## config.mk

```make
export PLATFORM = sky130hd
export DESIGN_NAME = cist_controller
export DESIGN_NICKNAME = d
export VERILOG_FILES = /design/src/cist_pkg.sv /design/src/cist_controller.sv
export SDC_FILE = /design/constraint.sdc
export NUM_CORES = 1
export LEC_CHECK = 0
export ABC_AREA = 1
export BUFFER_PORTS_ARGS = -buffer_cell sky130_fd_sc_hd__buf_2
export CORE_AREA = 2 2 39 41
export DETAILED_ROUTE_END_ITERATION = 8
export DIE_AREA = 0 0 41 43
export HOLD_SLACK_MARGIN = 0.05
export PLACE_DENSITY = 0.48
export SETUP_SLACK_MARGIN = 0.15
export SLEW_MARGIN = 40
export SYNTH_ARGS = -nofsm -noshare
export SYNTH_HDL_FRONTEND = slang
export SYNTH_SLANG_ARGS = --single-unit
```

## constraint.sdc

```tcl
create_clock -name clock -period 1.3 [get_ports clock]
set_clock_uncertainty 0.15 [all_clocks]
set_input_delay 0.13 -clock clock [delete_from_list [all_inputs] [get_ports clock]]
set_output_delay 0.13 -clock clock [all_outputs]
set_load 0.005 [all_outputs]
```

## src/cist_pkg.sv

```systemverilog
// Shared types and constants for the CAN identifier statistics table.
// No dependencies; every other file of the block imports this package.
`timescale 1ns / 1ps
`default_nettype none

package cist_pkg;

   // field widths fixed by the word formats
   localparam int OP_W     = 2;
   localparam int ID_W     = 29;
   localparam int LEN_W    = 7;
   localparam int TIME_W   = 32;
   localparam int COUNT_W  = 32;
   localparam int SLOT_W   = 5;
   localparam int STATUS_W = 3;

   // defaults for the top-level parameters
   localparam int DEF_SLOTS       = 32;
   localparam int DEF_MAX_PAYLOAD = 64;

   typedef enum logic [OP_W-1:0] {
      OP_FRAME = 2'd0,
      OP_ERROR = 2'd1,
      OP_READ  = 2'd2
   } opcode_type;

   typedef enum logic [STATUS_W-1:0] {
      ST_UPDATED = 3'd0,
      ST_NEW     = 3'd1,
      ST_FULL    = 3'd2,
      ST_ERROR   = 3'd3,
      ST_READ    = 3'd4
   } status_type;

   typedef enum logic [2:0] {
      S_IDLE,
      S_DISPATCH,
      S_SCAN,
      S_UPDATE,
      S_ERROR,
      S_READ
   } state_type;

   // one table entry as held in the slot memory
   typedef struct packed {
      logic [ID_W-1:0]    id;
      logic [LEN_W-1:0]   len;
      logic [TIME_W-1:0]  last_seen;
      logic [COUNT_W-1:0] count;
      logic [COUNT_W-1:0] snap;
   } entry_type;

   // controller -> datapath
   typedef struct packed {
      logic capture;
      logic scan_start;
      logic scan_step;
      logic commit_frame;
      logic commit_error;
      logic commit_read;
   } cmd_type;

   // datapath -> controller
   typedef struct packed {
      logic [OP_W-1:0] op;
      logic            scan_end;
   } stat_type;

   // result word payload
   typedef struct packed {
      status_type         status;
      logic [SLOT_W-1:0]  slot_index;
      logic               slot_used;
      logic [ID_W-1:0]    slot_id;
      logic [LEN_W-1:0]   slot_length;
      logic [COUNT_W-1:0] total_count;
      logic [COUNT_W-1:0] count_delta;
      logic [TIME_W-1:0]  age_ms;
      logic [COUNT_W-1:0] error_total;
   } rsp_word_type;

endpackage

`default_nettype wire

```

## src/cist_controller.sv

```systemverilog
// Controller: sequences capture, scan and commit of one request word and
// owns the handshakes. Depends on cist_pkg.
`timescale 1ns / 1ps
`default_nettype none

module cist_controller import cist_pkg::*; (
   input  logic     clock,
   input  logic     reset,
   input  logic     req_valid,
   output logic     req_ready,
   output logic     rsp_valid,
   input  logic     rsp_ready,
   input  stat_type stat,
   output cmd_type  cmd
);

   state_type state_ff;
   state_type state_in;
   logic      rsp_valid_ff;
   logic      rsp_free;
   logic      rsp_load;

   // result register can take a word this cycle
   assign rsp_free = !rsp_valid_ff || rsp_ready;

   always_comb begin
      state_in = state_ff;
      unique case (state_ff)
         S_IDLE: begin
            if (req_valid) begin
               state_in = S_DISPATCH;
            end
         end
         S_DISPATCH: begin
            unique case (stat.op)
               OP_FRAME: state_in = S_SCAN;
               OP_ERROR: state_in = S_ERROR;
               OP_READ:  state_in = S_READ;
               default:  state_in = S_IDLE;
            endcase
         end
         S_SCAN: begin
            if (stat.scan_end) begin
               state_in = S_UPDATE;
            end
         end
         S_UPDATE, S_ERROR, S_READ: begin
            if (rsp_free) begin
               state_in = S_IDLE;
            end
         end
         default: state_in = S_IDLE;
      endcase
   end

   always_comb begin
      cmd       = '0;
      req_ready = 1'b0;
      unique case (state_ff)
         S_IDLE: begin
            req_ready   = 1'b1;
            cmd.capture = req_valid;
         end
         S_DISPATCH: cmd.scan_start   = 1'b1;
         S_SCAN:     cmd.scan_step    = 1'b1;
         S_UPDATE:   cmd.commit_frame = rsp_free;
         S_ERROR:    cmd.commit_error = rsp_free;
         S_READ:     cmd.commit_read  = rsp_free;
         default:    cmd = '0;
      endcase
   end

   assign rsp_load = cmd.commit_frame || cmd.commit_error || cmd.commit_read;

   always_ff @(posedge clock) begin
      if (reset) begin
         state_ff     <= S_IDLE;
         rsp_valid_ff <= 1'b0;
      end else begin
         state_ff <= state_in;
         if (rsp_load) begin
            rsp_valid_ff <= 1'b1;
         end else if (rsp_ready) begin
            rsp_valid_ff <= 1'b0;
         end
      end
   end

   assign rsp_valid = rsp_valid_ff;

   // a commit never overwrites a word still waiting
   assert property (@(posedge clock) disable iff (reset)
      rsp_load |-> rsp_free)
      else $error("result word overwritten");

   // new requests are only taken when idle
   assert property (@(posedge clock) disable iff (reset)
      cmd.capture |=> (state_ff == S_DISPATCH))
      else $error("capture outside idle");

   // at most one commit per cycle
   assert property (@(posedge clock) disable iff (reset)
      $onehot0({cmd.commit_frame, cmd.commit_error, cmd.commit_read}))
      else $error("overlapping commits");

endmodule

`default_nettype wire
```

# Word-level counts from Yosys, hierarchy flattened
# Cells that the tools add are included.
# word_totals
word_cells	35
output_inout_bits	8
in_bits	7
ff_bits	4
# op_classes
eq_ne	10
n_reduce_logical	9
mux	14
# ops
operator	n
$pmux 3 s4	1
$mux 1	9
$mux 3	3
$pmux 3 s3	1
$eq 3x2->1 const B	2
$eq 3x3->1 const B	2
$ne 2x2->1 const B	3
$eq 3x1->1 const B	1
$logic_not 3->1	1
$logic_or 1x1->1	3
$reduce_and 3->1	1
$reduce_or 3->1	1
$eq 2x1->1 const B	1
$eq 2x2->1 const B	1
$logic_not 2->1	1
$reduce_bool 2->1	1
$logic_not 1->1	1

# Logic depth before layout (Yosys ltp)
# Gate-level depths: netlist (run 1).
# depth
depth_word	6
depth_mapped	8
depth_no_buf	8

# Worst setup path after synthesis (run 1)
# Ideal clock, no wire load.
# synth_timing
path_type	register -> register
start	reg state_ff[1]
end	reg state_ff[0]
t_arrival_ns	0.879
stages_incl_launch_ff	8
slack_ns	0.162
required_time_ns	1.041
setup_time_ns	0.109
path_buffers	0
cell_sequence	dfxtp_1 nand2_2 nand2_2 nand3_2 nand3_2 nand2_1 nand2_1 nor2_2
# synth_via
elab_chain_len	4
# synth_rtl
item	line_no	source
start: declaration	cist_controller.sv:17	state_type state_ff;
start signal: assignment	cist_controller.sv:80	state_ff <= state_in;
$eq 3x3->1 or $eq 3x2->1 (tied branches)	cist_controller.sv:28	unique case (state_ff)
$reduce_or 3->1	cist_controller.sv:28	
$ne 2x2->1 (no line)	n/a	
$reduce_and 3->1 (no line)	n/a	
# Parallel ways exist; a longest one is shown, timed or not.
# A chain may end at the register's enable or synchronous reset.

==> impl_metrics.toml, run 1 <==
[setup_path]
crit_type = "flip-flop to primary output"
endpoint_kind = "primary output"
cp_max_fo = 4
arrival_ps = 1080
crit_path_start_kind = "flip-flop"
required_ps = 1020
r2r_cells = 7

[placed_design]
dpl.hpwl_um = 653.4
gp_congestion = 0.7457
port_buffers = 14
dpl_worst_slack_ps = 26.56

[drt]
dr.pass1.iters = 4
ant_nets = 0
num_vias = 404
drt_iter0_drc = 4
totalWireLength_um = 868
drt-wirelength-per-cell_um = 9.333
drc = 0
via_per_inst = 4.344

[clock_tree]
ctsHtreeMaxLevel = 1
clkTransAtPathRegs_ps = 40
cts_max_path_buffers = 2
cts_buffers = 3
clock-sinks = 4
cts_tree = "built"
clock_latency_ps = 230
cts-root-buf = "clkbuf_4"

[hold_path]
min_path_cells = 6
hp-class = "input port to flip-flop"

[global_route]
antenna_found_initial = 0
grt_max_degree = 9
overflow = 0
grt_pass1_wl_um = 1352
grt.total_usage_pct = 11.33
grt_pass1_vias = 368

[yosys]
yosys_warnings = 0
syn_inst = 53
synth.distinct_cells = 15
syn_area_um2 = 350.3
syn_nets = 62
syn_area_per_cell_um2 = 6.610
ys_seq_area_share_pct = 22.86
synth-seq-cells = 4

[layout]
drive_gt1_share_pct = 62.34
num_antenna_cells = 0
seq_area_um2 = 92.59
nNetsFinal = 88
postLayoutCoreUtil_pct = 43.76
syn_to_final_growth_pct = 72.86
fillers = 152
multi_input_area_um2 = 271.5

[timing]
setup_viol = 2
final.period_utilization_pct = 104.9
tightest_slew_ps = 185.3
setup_slack_ps = -63.87
finalMaxSlewViolations = 0
max_clock_freq_mhz = 733.2
final_hold_viol_count = 0
finalCriticalPeriod_ps = 1364
relSlewSlack_pct = 87.55
rsz0062_at_grt = "yes"

[die]
initial_core_util_pct = 25.32
die_w_um = 41
die_height_um = 43
die_area_um2 = 1763
std_cell_rows = 14
num_io_pins = 15
core-area_um2 = 1384

[power]
powerDensity_nw_per_um2 = 1257
p_leak_nw = 0.3362
ir_drop_uv = 460.3
p_total_mw = 0.7611

[run]
max-cap-violations = 0

[outcome]
outcome = "finished with violations"
violations = "negative setup slack"
-- per-stage QoR --
step / hold WS [ps] / TNS (ps) / instances / instance area, um2
after floorplan: 46.87 / 0 / 53 / 350.3
after global placement: 177.5 / 0 / 84 / 447.9
after detailed placement: 179.7 / 0 / 84 / 447.9
after CTS: 197.2 / -51.46 / 90 / 565.5
after global routing: 239.5 / -317.0 / 93 / 605.6
final: 200.4 / -82.55 / 93 / 605.6
-- cell usage in the layout (no fill, tap or decap) --
cell           netlist  routed
buf_2                0      13
nand2_2              2       2
a21oi_1              2       2
dfxtp_2              0       1
nor2_1               7       6
nor2_2               2       2
nor2_8               1       1
inv_4                0       1
nor2_4               0       1
dlygate4sd3_1        0       1
nand4_1              2       2
inv_1               10       8
nand2_4              0       1
nor4_2               0       2
nand3_4              0       1
ha_1                 2       2
inv_2                3       3
inv_6                0       1
nand3_1              2       1
buf_6                0       4
nor3_2               0       2
dfxtp_4              0       3
buf_4                0       3
nand2_1              8       7
nand3_2              4       4
clkbuf_4             0       3
-- sequential cells by signal, summed over array words and instances (netlist names) --
| register | cells |
|---|---|
| state_ff | 3 |
| rsp_valid | 1 |
-- worst paths after layout --
kind	start	endpoint	slack, ps
worst max register to register	state_ff[1]$_SDFFE_PP0P_	state_ff[2]$_SDFFE_PP0P_	100
worst min-delay path	stat[0]	state_ff[1]$_SDFFE_PP0P_	200
worst max-delay path	rsp_valid$_SDFFE_PP0P_	cmd[2]	-60
worst min register to register	state_ff[1]$_SDFFE_PP0P_	state_ff[1]$_SDFFE_PP0P_	450
-- synthesized netlist by cell type --
cell type,n,area (um2)
a21oi_1,2,10.01
dfxtp_1,4,80.08
ha_1,2,25.02
inv_1,10,37.54
inv_2,3,11.26
nand2_1,8,30.03
nand2_2,2,12.51
nand3_1,2,10.01
nand3_2,4,40.04
nand4_1,2,12.51
nor2_1,7,26.28
nor2_2,2,12.51
nor2_8,1,20.02
nor3_1,2,10.01
nor4_1,2,12.51
-- per-layer routing --
metal  vias up  global-route usage, %  wire length, um
met5         -                      0                0
met4         0                  8.000               27
met3         2                  1.571               40
met2         9                  18.13              453
met1       176                  12.82              346
li1        217                      -                -
-- power breakdown --
group / leakage (nW) / total, mW / switching (mW) / internal (mW)
Clock: 0.0138 / 0.146 / 0.0436 / 0.103
Combinational: 0.287 / 0.401 / 0.200 / 0.200
Sequential: 0.0353 / 0.214 / 0.0573 / 0.157
-- final cells by class --
type                    instances  share of cell area [%]
clock buffers                   3                   3.719
inverters                      13                   9.298
multi-input cells              36                   44.83
flip-flops and latches          4                   15.29
well taps                      16                   3.306
repair buffers                 21                   23.55
-- kinds of logic (layout without fill, tap and decap cells) --
| group | count (synthesis) | in the layout | synth area share [%] |
|---|---|---|---|
| compound gates | 2 | 2 | 2.857 |
| buf+inv | 13 | 37 | 13.93 |
| flops | 4 | 4 | 22.86 |
| fa+ha+maj | 2 | 2 | 7.142 |
| simple gates | 32 | 32 | 53.21 |
-- worst max-delay path: stages, from the launching register on --
cell and delay, ps:
dfxtp_2 310, inv_2 80, nor2_8 40, buf_4 130, nor3_2 140, buf_2 150
-- what timing repair did --
action                                 CTS  global route
hold buffers                             1             0
endpoints found under the hold margin    4             0
resized for setup                       20             6
buffers inserted                         2             3
setup endpoints to repair               10            10
pin swaps                                7             3
cloned                                   0             0
Note: power is estimated with default switching activity, not from simulation.
==> run 2, diff against run 1 <==
Settings changed: PLACE_DENSITY 0.48 to 0.5.
Clock period 1.3 ns to 1.24 ns, I/O delays scaled along.
==> impl_metrics.toml, run 2 (same netlist as run 1, synthesis figures left out) <==
[setup_path]
worstSetupEndpoint = "cmd[0]"
required_ps = 970
cp_max_fo = 6
crit_type = "flip-flop to primary output"
r2r_end = "state_ff[2]$_SDFFE_PP0P_"
r2r_cells = 7
r2r_slack_ps = 10
arrival_ps = 1050
r2r_start = "state_ff[2]$_SDFFE_PP0P_"
endpoint_kind = "primary output"
crit_path_start_kind = "flip-flop"
startpoint = "state_ff[0]$_SDFFE_PP0P_"

[layout]
seq_area_um2 = 92.59
num_antenna_cells = 0
nNetsFinal = 88
largest_register = "state_ff"
final_cell_mix = "13 x buf_2, 7 x inv_1, 6 x nand2_2, 6 x nor2_1, 5 x buf_4"
largest_reg_flops = 3
multi_input_area_um2 = 305.3
final_common_cell = "buf_2"
syn_to_final_growth_pct = 81.07
final_area_um2 = 634.4
drive_gt1_share_pct = 66.23
fillers = 139

[outcome]
outcome = "finished with violations"
violations = "negative setup slack"

[timing]
finalCriticalPeriod_ps = 1325
setup_viol = 6
final_hold_viol_count = 0
max_clock_freq_mhz = 755.0
setup_slack_ps = -84.58
tightest_slew_ps = 174.6
final.period_utilization_pct = 106.8
relSlewSlack_pct = 88.26
whs_ps = 200.7
rsz0062_at_grt = "yes"
setup_tns_ps = -291.5
finalMaxSlewViolations = 0

[drt]
drt-wirelength-per-cell_um = 9.516
totalWireLength_um = 885
via_per_inst = 4.495
drc = 0
dr.pass1.iters = 4
num_vias = 418
ant_nets = 0
drt_iter0_drc = 5

[clock_tree]
ctsHtreeMaxLevel = 1
cts-root-buf = "clkbuf_4"
clock_latency_ps = 240
clock-sinks = 4
cts_max_path_buffers = 2
cts_buffers = 3
cts_tree = "built"
clkTransAtPathRegs_ps = 40

[placed_design]
dpl.hpwl_um = 625.9
gp_congestion = 0.6898
dpl_worst_slack_ps = 73.68
port_buffers = 14
placed_area_um2 = 444.2

[die]
die_area_um2 = 1763
core-area_um2 = 1384
die_height_um = 43
initial_core_util_pct = 25.32
die_w_um = 41
num_io_pins = 15
std_cell_rows = 14

[run]
max-cap-violations = 0

[global_route]
grt_pass1_vias = 362
grt.total_usage_pct = 11.76
antenna_found_initial = 0
grt_max_degree = 9
overflow = 0
grt_pass1_wl_um = 1345

[power]
ir_drop_uv = 419.2
p_total_mw = 0.8515
p_leak_nw = 0.3262
powerDensity_nw_per_um2 = 1342

[hold_path]
hp-class = "input port to flip-flop"
run 2: changes by cell type in the layout (fill, tap and decap cells not counted), moves of 2 or more:
| cell | before | now |
|---|---|---|
| nand3_2 | 4 | 0 |
| nand2_2 | 2 | 6 |
| nand2_1 | 7 | 4 |
| buf_4 | 3 | 5 |
| buf_6 | 4 | 2 |
| nand3_4 | 1 | 4 |
run 2: how the worst min path moves through the flow:
stage | from | to | slack [ps] | cells after the start
CTS | stat[0] | state_ff[1]$_SDFFE_PP0P_ | 170 | 6
finish | stat[0] | state_ff[1]$_SDFFE_PP0P_ | 200 | 6
floorplan | reset | state_ff[0]$_SDFFE_PP0P_ | 30 | 1
detailed placement | reset | state_ff[0]$_SDFFE_PP0P_ | 170 | 2
global route | stat[0] | state_ff[0]$_SDFFE_PP0P_ | 270 | 6
global placement | reset | state_ff[0]$_SDFFE_PP0P_ | 160 | 2
run 2: critical path: stages, from the launching register on:
cell and delay, ps:
dfxtp_4 410, inv_4 40, nor4_2 220, buf_2 150
run 2: layer usage:
| layer | up-vias | global-route usage, % | share of wire [%] |
|---|---|---|---|
| met5 | - | 0 | 0 |
| met4 | 0 | 10.00 | 1.7 |
| met3 | 2 | 3.141 | 6.9 |
| met2 | 12 | 19.38 | 55 |
| li1 | 214 | - | - |
| met1 | 190 | 10.97 | 36 |
run 2: cell type report:
| cell class | count | area share [%] |
|---|---|---|
| clock buffers | 3 | 3.550 |
| inverters | 13 | 9.270 |
| multi-input cells | 36 | 48.13 |
| flip-flops and latches | 4 | 14.60 |
| well taps | 16 | 3.156 |
| repair buffers | 21 | 21.30 |
run 2: what timing repair did:
item,in CTS,in global routing
gates resized for setup,13,16
buffers inserted,2,4
hold endpoints to repair,4,0
hold buffers,1,0
pin swaps,3,5
endpoints found under the setup margin,10,10
run 2: report_power, final:
group / internal, mW / total, mW / switching, mW
Combinational: 0.227 / 0.471 / 0.245
Sequential: 0.164 / 0.218 / 0.0537
Clock: 0.108 / 0.162 / 0.0541
Total: 0.499 / 0.852 / 0.352
run 2: per-stage QoR:
stage	utilization (%)	instances
floorplan	-	53
CTS	39.06	89
detailed placement	32.10	83
global placement	32.10	83
finish	45.84	93
global route	45.84	93
==> run 3, diff against run 2 <==
Settings changed: SKIP_CTS_REPAIR_TIMING from default to 1.
==> impl_metrics.toml, run 3 (same netlist as run 1, synthesis figures left out) <==
[outcome]
outcome = "finished with violations"
violations = "negative setup slack"

[placed_design]
dpl_worst_slack_ps = 73.68
gp_congestion = 0.6898
port_buffers = 14
dpl.hpwl_um = 625.9
dp.cells = 83

[layout]
multi_input_area_um2 = 254.0
finalNonFillerCells = 88
final_common_cell = "buf_2"
syn_to_final_growth_pct = 53.57
num_antenna_cells = 0
largest_reg_flops = 3
fillers = 151
drive_gt1_share_pct = 56.94
seq_area_um2 = 91.34
largest_register = "state_ff"
nNetsFinal = 83
final_cell_mix = "13 x buf_2, 8 x inv_1, 7 x nand2_1"

[setup_path]
crit_type = "flip-flop to primary output"
path_delay_family = "flip-flops"
crit_chain = "inv_4 -> nor4_2 -> buf_2"
required_ps = 970
crit_path_start_kind = "flip-flop"
critPathBufInv = 2
arrival_ps = 1050
crit_path_max_incr_delay_ps = 400
crit_slowest_cell = "dfxtp_4"
cp_max_fo = 6
endpoint_kind = "primary output"

[global_route]
grt_pass1_wl_um = 1214
overflow = 0
antenna_found_initial = 0
grt_max_degree = 9
grt.total_usage_pct = 10.65
grt_pass1_vias = 343

[drt]
dr.pass1.iters = 4
num_vias = 391
drc = 0
via_per_inst = 4.443
totalWireLength_um = 842
drt_iter0_drc = 4
ant_nets = 0
drt-wirelength-per-cell_um = 9.568

[timing]
setup_viol = 6
tightest_slew_ps = 193.1
final_hold_viol_count = 0
max_clock_freq_mhz = 753.2
relSlewSlack_pct = 87.02
finalCriticalPeriod_ps = 1328
setup_slack_ps = -87.67
finalMaxSlewViolations = 0
final.period_utilization_pct = 107.1
setup_tns_ps = -290.0
rsz0062_at_grt = "yes"

[die]
die_area_um2 = 1763
initial_core_util_pct = 25.32
core-area_um2 = 1384
std_cell_rows = 14
die_w_um = 41
die_height_um = 43
num_io_pins = 15

[clock_tree]
clock_latency_ps = 240
clock-sinks = 4
cts_buffers = 3
ctsHtreeMaxLevel = 1
clkTransAtPathRegs_ps = 40
cts-root-buf = "clkbuf_4"
cts_max_path_buffers = 2
cts_tree = "built"

[power]
p_total_mw = 0.7360
powerDensity_nw_per_um2 = 1368
ir_drop_uv = 376.9
p_leak_nw = 0.2936

[run]
max-cap-violations = 0

[hold_path]
hp-class = "input port to flip-flop"
[run 3: cell count changes in the layout (fill, tap and decap cells not counted), moves of 3 or more]
cell and change:
nand2_2 -3, nand2_1 +3, nand3_2 +4, nand3_4 -4
buf_4 -4
[run 3: where the power goes]
part	total (mW)	switching [mW]	internal (mW)
sequential	0.219	0.0554	0.163
combinational	0.353	0.190	0.163
clock	0.164	0.0557	0.108
total	0.736	0.301	0.435
[run 3: metal layers]
layer	vias up	share of wire, %	GRT usage [%]
met4	0	3.2	10.00
met2	11	54	16.56
li1	205	-	-
met5	-	0	0
met3	3	6.9	3.141
met1	172	36	10.32
[run 3: final timing paths]
check	to	slack [ps]	cells past startpoint	startpoint
hold / removal	rsp_valid$_SDFFE_PP0P_	140	4	rsp_ready
hold reg to reg	state_ff[1]$_SDFFE_PP0P_	440	2	state_ff[1]$_SDFFE_PP0P_
setup reg to reg	state_ff[0]$_SDFFE_PP0P_	40	7	state_ff[1]$_SDFFE_PP0P_
setup / recovery	cmd[0]	-90	3	state_ff[0]$_SDFFE_PP0P_
[run 3: area by class of cell]
class	instances	share of cell area, %
clock buffers	3	4.186
inverters	13	10.47
multi-input cells	36	47.21
flip-flops and latches	4	16.98
well taps	16	3.721
repair buffers	16	17.44
[run 3: worst reg2reg max path: cells and delay by family, from the launching register on]
kind             cells  cell delay (ps)
DFF                  1              410
and+or+nand+nor      7              540
[run 3: through the flow]
stage               utilization [%]  area [um2]  hold slack, ps
finish                        38.88       538.0           144.9
global route                  38.88       538.0           189.8
CTS                           33.73       466.7          -79.20
detailed placement            32.10       444.2           169.2
global placement              32.10       444.2           161.1
floorplan                         -       354.1           33.48
